### src/hw/rtl/smx_pkg.sv
// Shared constants, types and formats for the stick deadband / expo mapper.
`timescale 1ns / 1ps

package smx_pkg;

    // Output and fixed-point geometry
    localparam int OUT_BITS  = 10;
    localparam int FRAC_BITS = 15;

    // Field and register widths
    localparam int RAW_W     = 16;
    localparam int DB_W      = 10;
    localparam int EXPO_W    = 11;
    localparam int PCT_W     = 7;
    localparam int CFG_W     = 11;
    localparam int CFG_IDX_W = 2;

    // Register indexes
    localparam logic [CFG_IDX_W-1:0] CFG_DEADBAND = 2'd0;
    localparam logic [CFG_IDX_W-1:0] CFG_EXPO     = 2'd1;
    localparam logic [CFG_IDX_W-1:0] CFG_PERCENT  = 2'd2;

    // Saturation limits and reset values
    localparam logic [DB_W-1:0]   DEADBAND_SAT  = 10'd1013;
    localparam logic [EXPO_W-1:0] EXPO_SAT      = 11'd1024;
    localparam logic [EXPO_W-1:0] EXPO_FULL     = 11'd1024;
    localparam logic [PCT_W-1:0]  PERCENT_SAT   = 7'd100;
    localparam logic [PCT_W-1:0]  PERCENT_RESET = 7'd100;
    localparam logic [9:0]        STICK_FULL    = 10'd512;

    // Stick magnitude, unsigned Q1.F, 0..ONE
    localparam int MQ_W = FRAC_BITS + 1;
    localparam logic [MQ_W-1:0]     Q_ONE   = {1'b1, {FRAC_BITS{1'b0}}};
    localparam logic [OUT_BITS-1:0] OUT_MAX = {OUT_BITS{1'b1}};
    localparam logic [OUT_BITS-1:0] CENTRE  = {1'b1, {(OUT_BITS - 1){1'b0}}};

    // Throttle: floor(x / 100) by reciprocal, exact after one correction
    localparam int TP_W = OUT_BITS + PCT_W;
    localparam int KS   = TP_W + 7;
    localparam int K_W  = KS - 6;
    localparam logic [K_W-1:0]  DIV100_K = K_W'((64'd1 << KS) / 100);
    localparam logic [TP_W-1:0] DIV_BY   = TP_W'(100);

    // Compare width for raw against OUT_MAX
    localparam int CMP_W = (OUT_BITS > RAW_W - 1) ? OUT_BITS : RAW_W - 1;

    // Divider pipeline: two quotient bits per stage; surplus low bits dropped
    localparam int BITS_PER_STAGE = 2;
    localparam int DIV_STAGES     = (FRAC_BITS + 1) / 2;
    localparam int QB             = BITS_PER_STAGE * DIV_STAGES;

    localparam int BACK_STAGES = 6;
    localparam int LATENCY     = 1 + DIV_STAGES + BACK_STAGES;

    // Word carried through the divider stages
    typedef struct packed {
        logic              thr;
        logic              neg;
        logic              dz;     // inside deadband
        logic              qtop;   // full-scale magnitude, quotient is ONE
        logic [TP_W-1:0]   tprod;  // throttle r * percent
        logic [MQ_W-1:0]   dvs;    // ONE - deadband
        logic [FRAC_BITS-1:0] rem;
        logic [QB-1:0]     quo;
    } smx_div_t;

endpackage

### src/hw/rtl/stick_deadband_expo_mapper_core.sv
// Top level: stick deadband / expo and throttle channel mapper, fully pipelined.
// Result path: front register, then the two-bits-per-stage rescale divider, then the back-end
//   stages, whose last register strobes the result on done.
// Throughput: one word per cycle while busy is low, set by a fully pipelined datapath; the receiver cannot stall.
// Reset: asynchronous, active low; clears all valid bits and restores the registers
//   (deadband 0, expo 0, throttle 100 %); busy is high in reset and in the cycle after release.
`timescale 1ns / 1ps

module stick_deadband_expo_mapper_core
    import smx_pkg::*;
(
    input  logic                    clk,
    input  logic                    rst_n,
    // configuration write port
    input  logic                    cfg_we,
    input  logic [CFG_IDX_W-1:0]    cfg_index,
    input  logic [CFG_W-1:0]        cfg_data,
    // command side
    input  logic                    start,
    output logic                    busy,
    input  logic signed [RAW_W-1:0] axis_raw,
    input  logic                    thr_mode,
    input  logic                    reversed,
    // result side, one-cycle strobe
    output logic                    done,
    output logic [OUT_BITS-1:0]     channel_value
);

    // Configuration registers. Saturation of out-of-range values is applied
    // where each one is used, so the raw written value is kept here.
    logic [DB_W-1:0]   deadband_reg;
    logic [EXPO_W-1:0] expo_reg;
    logic [PCT_W-1:0]  pct_reg;
    logic              busy_reg;

    always_ff @(posedge clk or negedge rst_n)
    begin
        if (!rst_n)
        begin
            deadband_reg <= '0;
            expo_reg     <= '0;
            pct_reg      <= PERCENT_RESET;
        end
        else if (cfg_we)
        begin
            unique case (cfg_index)
                CFG_DEADBAND: deadband_reg <= cfg_data[DB_W-1:0];
                CFG_EXPO:     expo_reg     <= cfg_data[EXPO_W-1:0];
                CFG_PERCENT:  pct_reg      <= cfg_data[PCT_W-1:0];
                default:      ;  // unmapped index: write dropped
            endcase
        end
    end

    // The datapath never stalls, so busy only covers reset and the cycle
    // after release.
    always_ff @(posedge clk or negedge rst_n)
    begin
        if (!rst_n)
        begin
            busy_reg <= 1'b1;
        end
        else
        begin
            busy_reg <= 1'b0;
        end
    end

    assign busy = busy_reg;

    logic accept;
    assign accept = start && !busy_reg;

    // Front stage: clamps, deadband offset, throttle product.
    logic     v_front;
    smx_div_t w_front;

    smx_front u_front (
        .clk           (clk),
        .rst_n         (rst_n),
        .in_valid      (accept),
        .axis_raw      (axis_raw),
        .thr_mode      (thr_mode),
        .reversed      (reversed),
        .deadband_q10  (deadband_reg),
        .thr_scale_pct (pct_reg),
        .out_valid     (v_front),
        .out_word      (w_front)
    );

    // Rescale divider: (mag - d) * ONE / (ONE - d), two quotient bits a
    // stage. Any surplus low quotient bits are dropped in the back end.
    logic     v_div [DIV_STAGES+1];
    smx_div_t w_div [DIV_STAGES+1];

    assign v_div[0] = v_front;
    assign w_div[0] = w_front;

    for (genvar g = 0; g < DIV_STAGES; g++)
    begin : g_div
        smx_div_stage u_stage (
            .clk       (clk),
            .rst_n     (rst_n),
            .in_valid  (v_div[g]),
            .in_word   (w_div[g]),
            .out_valid (v_div[g+1]),
            .out_word  (w_div[g+1])
        );
    end

    // Back end: cube, expo blend, output map with rounding, throttle /100,
    // final path select. Its last register drives the result ports.
    smx_back u_back (
        .clk       (clk),
        .rst_n     (rst_n),
        .in_valid  (v_div[DIV_STAGES]),
        .in_word   (w_div[DIV_STAGES]),
        .expo_q10  (expo_reg),
        .out_valid (done),
        .out_value (channel_value)
    );

endmodule

### src/hw/rtl/smx_front.sv
// Input stage: saturation, deadband set-up and throttle scaling product.
`timescale 1ns / 1ps

module smx_front
    import smx_pkg::*;
(
    input  logic                    clk,
    input  logic                    rst_n,
    input  logic                    in_valid,
    input  logic signed [RAW_W-1:0] axis_raw,
    input  logic                    thr_mode,
    input  logic                    reversed,
    input  logic [DB_W-1:0]         deadband_q10,
    input  logic [PCT_W-1:0]        thr_scale_pct,
    output logic                    out_valid,
    output smx_div_t                out_word
);

    logic                 valid_reg;
    smx_div_t             word_reg;
    smx_div_t             word_next;

    logic [PCT_W-1:0]     pct;
    logic [CMP_W-1:0]     raw_mag_c;
    logic [OUT_BITS-1:0]  thr_r;
    logic [RAW_W:0]       raw_ext;
    logic [RAW_W:0]       abs_v;
    logic [9:0]           mag_s;
    logic [MQ_W-1:0]      mq;
    logic [DB_W-1:0]      db;
    logic [MQ_W-1:0]      dqf;
    logic [MQ_W-1:0]      diff;

    always_comb
    begin
        // throttle
        pct       = (thr_scale_pct > PERCENT_SAT) ? PERCENT_SAT : thr_scale_pct;
        raw_mag_c = CMP_W'(axis_raw[RAW_W-2:0]);
        if (axis_raw[RAW_W-1])
        begin
            thr_r = '0;
        end
        else if (raw_mag_c > CMP_W'(OUT_MAX))
        begin
            thr_r = OUT_MAX;
        end
        else
        begin
            thr_r = OUT_BITS'(raw_mag_c);
        end
        if (reversed)
        begin
            thr_r = OUT_MAX - thr_r;
        end

        // stick magnitude, saturated to half-scale 512
        raw_ext = {axis_raw[RAW_W-1], axis_raw};
        abs_v   = axis_raw[RAW_W-1] ? (~raw_ext + 1'b1) : raw_ext;
        mag_s   = (abs_v > (RAW_W + 1)'(STICK_FULL)) ? STICK_FULL : abs_v[9:0];
        mq      = MQ_W'(mag_s) << (FRAC_BITS - 9);

        db   = (deadband_q10 > DEADBAND_SAT) ? DEADBAND_SAT : deadband_q10;
        dqf  = MQ_W'(db) << (FRAC_BITS - 10);
        diff = mq - dqf;

        word_next.thr   = thr_mode;
        word_next.neg   = axis_raw[RAW_W-1] ^ reversed;
        word_next.dz    = (mq < dqf);
        word_next.qtop  = (mag_s == STICK_FULL);
        word_next.tprod = TP_W'(thr_r) * TP_W'(pct);
        word_next.dvs   = Q_ONE - dqf;
        // below full scale diff < divisor, so the quotient top bit is zero
        word_next.rem   = (mag_s == STICK_FULL) ? '0 : diff[FRAC_BITS-1:0];
        word_next.quo   = '0;
    end

    always_ff @(posedge clk or negedge rst_n)
    begin
        if (!rst_n)
        begin
            valid_reg <= 1'b0;
        end
        else
        begin
            valid_reg <= in_valid;
        end
    end

    always_ff @(posedge clk)
    begin
        word_reg <= word_next;
    end

    assign out_valid = valid_reg;
    assign out_word  = word_reg;

endmodule

### src/hw/rtl/smx_div_stage.sv
// One restoring-division stage of the deadband rescale, two quotient bits.
`timescale 1ns / 1ps

module smx_div_stage
    import smx_pkg::*;
(
    input  logic     clk,
    input  logic     rst_n,
    input  logic     in_valid,
    input  smx_div_t in_word,
    output logic     out_valid,
    output smx_div_t out_word
);

    logic     valid_reg;
    smx_div_t word_reg;
    smx_div_t word_next;

    always_comb
    begin
        logic [MQ_W-1:0] t;
        word_next = in_word;
        for (int j = 0; j < BITS_PER_STAGE; j++)
        begin
            t = {word_next.rem, 1'b0};
            if (t >= word_next.dvs)
            begin
                word_next.rem = FRAC_BITS'(t - word_next.dvs);
                word_next.quo = {word_next.quo[QB-2:0], 1'b1};
            end
            else
            begin
                word_next.rem = t[FRAC_BITS-1:0];
                word_next.quo = {word_next.quo[QB-2:0], 1'b0};
            end
        end
    end

    always_ff @(posedge clk or negedge rst_n)
    begin
        if (!rst_n)
        begin
            valid_reg <= 1'b0;
        end
        else
        begin
            valid_reg <= in_valid;
        end
    end

    always_ff @(posedge clk)
    begin
        word_reg <= word_next;
    end

    assign out_valid = valid_reg;
    assign out_word  = word_reg;

endmodule

### src/hw/rtl/smx_back.sv
// Back end: cube, expo blend, output mapping and throttle divide by 100.
`timescale 1ns / 1ps

module smx_back
    import smx_pkg::*;
(
    input  logic                clk,
    input  logic                rst_n,
    input  logic                in_valid,
    input  smx_div_t            in_word,
    input  logic [EXPO_W-1:0]   expo_q10,
    output logic                out_valid,
    output logic [OUT_BITS-1:0] out_value
);

    localparam int SQ_W  = 2 * MQ_W;
    localparam int TK_W  = TP_W + K_W;
    localparam int BL_W  = EXPO_W + MQ_W;
    localparam int S_W   = MQ_W + 1;
    localparam int SO_W  = S_W + OUT_BITS;

    logic [BACK_STAGES-1:0] v_reg;

    // stage 1
    logic [MQ_W-1:0]     m_next;
    logic [MQ_W-1:0]     m1_reg;
    logic [SQ_W-1:0]     sq_reg;
    logic [TK_W-1:0]     tk_reg;
    logic [TP_W-1:0]     tp1_reg;
    logic                thr1_reg;
    logic                neg1_reg;

    // stage 2
    logic [OUT_BITS-1:0] qe;
    logic [TP_W-1:0]     qrem;
    logic [OUT_BITS-1:0] thr_q_next;
    logic [MQ_W-1:0]     m2_reg;
    logic [SQ_W-1:0]     c1_reg;
    logic [OUT_BITS-1:0] thr_q2_reg;
    logic                thr2_reg;
    logic                neg2_reg;

    // stage 3
    logic [EXPO_W-1:0]   e_sat;
    logic [BL_W-1:0]     ec_reg;
    logic [BL_W-1:0]     lm_reg;
    logic [OUT_BITS-1:0] thr_q3_reg;
    logic                thr3_reg;
    logic                neg3_reg;

    // stage 4
    logic [BL_W:0]       blend_sum;
    logic [S_W-1:0]      b_full;
    logic [MQ_W-1:0]     b_sat;
    logic [S_W-1:0]      s_next;
    logic [S_W-1:0]      s_reg;
    logic [OUT_BITS-1:0] thr_q4_reg;
    logic                thr4_reg;

    // stage 5
    logic [SO_W-1:0]     so_reg;
    logic [OUT_BITS-1:0] thr_q5_reg;
    logic                thr5_reg;

    // stage 6
    logic [SO_W-1:0]     so_rnd;
    logic [OUT_BITS-1:0] out_next;
    logic [OUT_BITS-1:0] out_reg;

    always_comb
    begin
        // deadband forces zero, full scale forces ONE
        if (in_word.dz)
        begin
            m_next = '0;
        end
        else if (in_word.qtop)
        begin
            m_next = Q_ONE;
        end
        else
        begin
            m_next = MQ_W'(in_word.quo[QB-1 -: FRAC_BITS]);
        end

        // reciprocal estimate is exact or one short
        qe         = tk_reg[KS +: OUT_BITS];
        qrem       = tp1_reg - TP_W'(qe) * DIV_BY;
        thr_q_next = (qrem >= DIV_BY) ? (qe + 1'b1) : qe;

        e_sat = (expo_q10 > EXPO_SAT) ? EXPO_SAT : expo_q10;

        blend_sum = (BL_W + 1)'(ec_reg) + (BL_W + 1)'(lm_reg);
        b_full    = blend_sum[10 +: S_W];
        b_sat     = (b_full > S_W'(Q_ONE)) ? Q_ONE : b_full[MQ_W-1:0];
        s_next    = neg3_reg ? (S_W'(Q_ONE) - S_W'(b_sat)) : (S_W'(Q_ONE) + S_W'(b_sat));

        so_rnd   = so_reg + SO_W'(Q_ONE);
        out_next = thr5_reg ? thr_q5_reg : so_rnd[FRAC_BITS + 1 +: OUT_BITS];
    end

    always_ff @(posedge clk or negedge rst_n)
    begin
        if (!rst_n)
        begin
            v_reg <= '0;
        end
        else
        begin
            v_reg <= {v_reg[BACK_STAGES-2:0], in_valid};
        end
    end

    always_ff @(posedge clk)
    begin
        m1_reg     <= m_next;
        sq_reg     <= m_next * m_next;
        tk_reg     <= TK_W'(in_word.tprod) * TK_W'(DIV100_K);
        tp1_reg    <= in_word.tprod;
        thr1_reg   <= in_word.thr;
        neg1_reg   <= in_word.neg;

        m2_reg     <= m1_reg;
        c1_reg     <= sq_reg[FRAC_BITS +: MQ_W] * m1_reg;
        thr_q2_reg <= thr_q_next;
        thr2_reg   <= thr1_reg;
        neg2_reg   <= neg1_reg;

        ec_reg     <= BL_W'(e_sat) * BL_W'(c1_reg[FRAC_BITS +: MQ_W]);
        lm_reg     <= BL_W'(EXPO_FULL - e_sat) * BL_W'(m2_reg);
        thr_q3_reg <= thr_q2_reg;
        thr3_reg   <= thr2_reg;
        neg3_reg   <= neg2_reg;

        s_reg      <= s_next;
        thr_q4_reg <= thr_q3_reg;
        thr4_reg   <= thr3_reg;

        so_reg     <= SO_W'(s_reg) * SO_W'(OUT_MAX);
        thr_q5_reg <= thr_q4_reg;
        thr5_reg   <= thr4_reg;

        out_reg    <= out_next;
    end

    assign out_valid = v_reg[BACK_STAGES-1];
    assign out_value = out_reg;

endmodule

### config.mk
export PLATFORM = sky130hd
export DESIGN_NAME = stick_deadband_expo_mapper_core
export DESIGN_NICKNAME = d
export VERILOG_FILES = /design/src/hw/rtl/smx_pkg.sv /design/src/hw/rtl/stick_deadband_expo_mapper_core.sv /design/src/hw/rtl/smx_front.sv /design/src/hw/rtl/smx_div_stage.sv /design/src/hw/rtl/smx_back.sv
export SDC_FILE = /design/constraint.sdc
export NUM_CORES = 2
export LEC_CHECK = 0
export BUFFER_PORTS_ARGS = -buffer_cell sky130_fd_sc_hd__buf_2
export CORE_ASPECT_RATIO = 2
export CORE_MARGIN = 2
export CORE_UTILIZATION = 45
export DETAILED_ROUTE_END_ITERATION = 6
export GPL_TIMING_DRIVEN = 0
export RECOVER_POWER = 25
export SLEW_MARGIN = 20
export SYNTH_ARGS = -nofsm -noshare
export SYNTH_HDL_FRONTEND = slang
export SYNTH_HIERARCHICAL = 1
export SYNTH_SLANG_ARGS = --single-unit
### constraint.sdc
create_clock -name clk -period 15.1 [get_ports clk]
set_clock_uncertainty 0.1 [all_clocks]
set_input_delay 3.02 -clock clk [delete_from_list [all_inputs] [get_ports clk]]
set_output_delay 3.02 -clock clk [all_outputs]
set_load 0.005 [all_outputs]
==> summary.txt <==
Critical path
  – CP Class: reg2reg
  – Critical Path AT: 9.90 ns
  – Req. time, crit path: about 16 ns
  – R2R setup slack: 5.70 ns
  – CP Capture Type: flop
  – Worst-path fanout max: 10
  – Crit path launch type: flop

Layout
  – Final core occ: 48.9%
  – Largest register FFs: 456
  – Layout cells sized above 1: 6.13%
  – Fin cells: 9542
  – Area Growth Syn to Fin: 7.96%
  – NumNets Final: 9199

Die
  – Ports: 47
  – Die height: ~560 µm
  – Die Wd: 284 µm
  – Initial Utilization: 45.3%
  – Core area: 156000 µm²
  – Cell Rows: 205
  – Area of the die: 160000 µm²

STA
  – RSZ-0062 raised after global routing: false
  – Setup TNS: 0 ns
  – Min Tclk post-route: 9.40 ns
  – Max-slew violation count: 0
  – Worst-Margin Slew: around 1.1 ns
  – Fin. Hold Viols: 0
  – Slew Limit Headroom: 27.6%
  – # setup viols final: 0
  – Final worst-path cycle share: between 60% and 70%
  – Final worst slack: between 5 and 6 ns
  – Fmax: 0.106 GHz

GRT
  – Vias in the first global route: 55.2k
  – Overflow after GRT: 0
  – Initial antenna violation count: 1
  – First-pass GRT wire length: 280000 µm
  – Largest net degree at the start of global routing: 45
  – GRT Util Overall: 22.0%

Drt
  – Drt drc: 2
  – Detailed Routing Iterations Pass 1: 7
  – Total Wirelength: 173000 µm
  – Post-DRT Antenna Nets: 0
  – Vias/cell: 5.24
  – Wire length per cell: 18.2 µm
  – Vias: roughly 50k
  – 1st-iter DRT viols: 1633

Clock network
  – Cts hold-fix bufs: 0
  – Clock sinks: 771
  – CTS H-tree depth: 3
  – Clk root buf: clkbuf_16
  – Post-CTS Setup Inserts: 0
  – Total CTS buffers: 77
  – CTS clk-pin slew, worst paths: 0.07 ns
  – Clk_lat worst skew: 0.69 ns
  – CTS tree: yes
  – CTS resizes: 0
  – Maximum buffer depth of the clock tree: 3

Yosys
  – Yosys synthesis warning count: 6
  – Cells after Synth: 7245
  – Syn avg cell area: 9.75 µm²
  – Synthesized area: 70600 µm²

Placed design
  – DP Worst Slack: 5.79 ns
  – GP Congestion: 0.911
  – Placed cell count: 9401
  – HPWL reported at the end of detailed placement: 147000 µm
  – Port Buffers: 41

Status
  – Failing checks: DRC
  – Status: finished, violations left

Run
  – Max-Cap Viols: 0

Min path
  – Min-delay worst type: reg2reg
==> area by class of cell <==
type                            instances  area, µm²
Tap cell                             2070       2590
Timing Repair Buffer                   41        205
Buffer                                194        970
Antenna cell                            1       2.50
Fill cell                           14945      79700
Multi-Input combinational cell       5109      49600
Clock inverter                         41        556
Inverter                             1216       4580
Clock buffer                           99       2100
Sequential cell                       771      15700
==> critical path, stage by stage, from the launching register on <==
cell and delay, ns:
dfrtp_1 0.35, clkbuf_1 0.33, nor2b_1 0.20, clkbuf_1 0.36, or4_1 0.62, nor2_1 0.18, mux2i_1 0.89, clkbuf_1 0.51
nand2b_1 0.25, fa_1 0.46, fa_1 0.54, inv_1 0.06, fa_1 0.52, fa_1 0.56, inv_1 0.06, fa_1 0.54
inv_1 0.04, ha_1 0.20, or4_1 0.56, a211o_1 0.33, a31oi_1 0.26, a21oi_1 0.19, a41o_1 0.30, o41ai_1 0.45
o21bai_1 0.11, a21oi_1 0.18, xnor2_1 0.12
==> metal layers <==
metal	part of all wire, %	track usage (%)	vias to the layer above
met5	0	0	-
met4	7.3	14.2	0
met3	2.6	2.04	532
met2	57	45.4	941
met1	33	20.0	24677
li1	-	-	23828
==> cell usage in the layout, fill, tap and decap left out, types with 49 or more instances in the layout <==
cell          n
dfxtp_1     727
inv_1      1208
conb_1       49
o21a_1       83
a21oi_1     233
o21ai_0     184
clkbuf_1    155
fa_1        868
a21o_1      150
nor2_1      324
and3_1       98
nand3_1      57
clkbuf_16    77
ha_1        886
nor3_1       68
mux2_2      129
nor2b_1      86
xor2_1      102
xnor2_1     253
nand2_1     617
and2_1      239
==> metrics by stage <==
step           cell area (µm²)  hold WS, ns
2_1_floorplan            70800        0.210
3_3_place_gp             73600        0.210
5_1_grt                  76300        0.220
4_1_cts                  76200        0.217
6_report                 76300        0.218
3_5_place_dp             73600        0.212
==> final timing paths <==
kind / startpoint / cells after the start / endpoint
hold / removal: g_div[6].u_stage/out_word[61] / 0 / g_div[7].u_stage/out_word[61]
setup / recovery: expo_reg[10] / 26 / u_back/lm_reg[26]
min in group asynchronous: rst_n / 1 / expo_reg[8]
hold reg to reg: g_div[6].u_stage/out_word[61] / 0 / g_div[7].u_stage/out_word[61]
max in group asynchronous: rst_n / 1 / u_front/out_valid
setup reg to reg: expo_reg[10] / 26 / u_back/lm_reg[26]
Power is not shown: default switching activity piles up to over one toggle a cycle in this logic, so the estimate is an artifact.
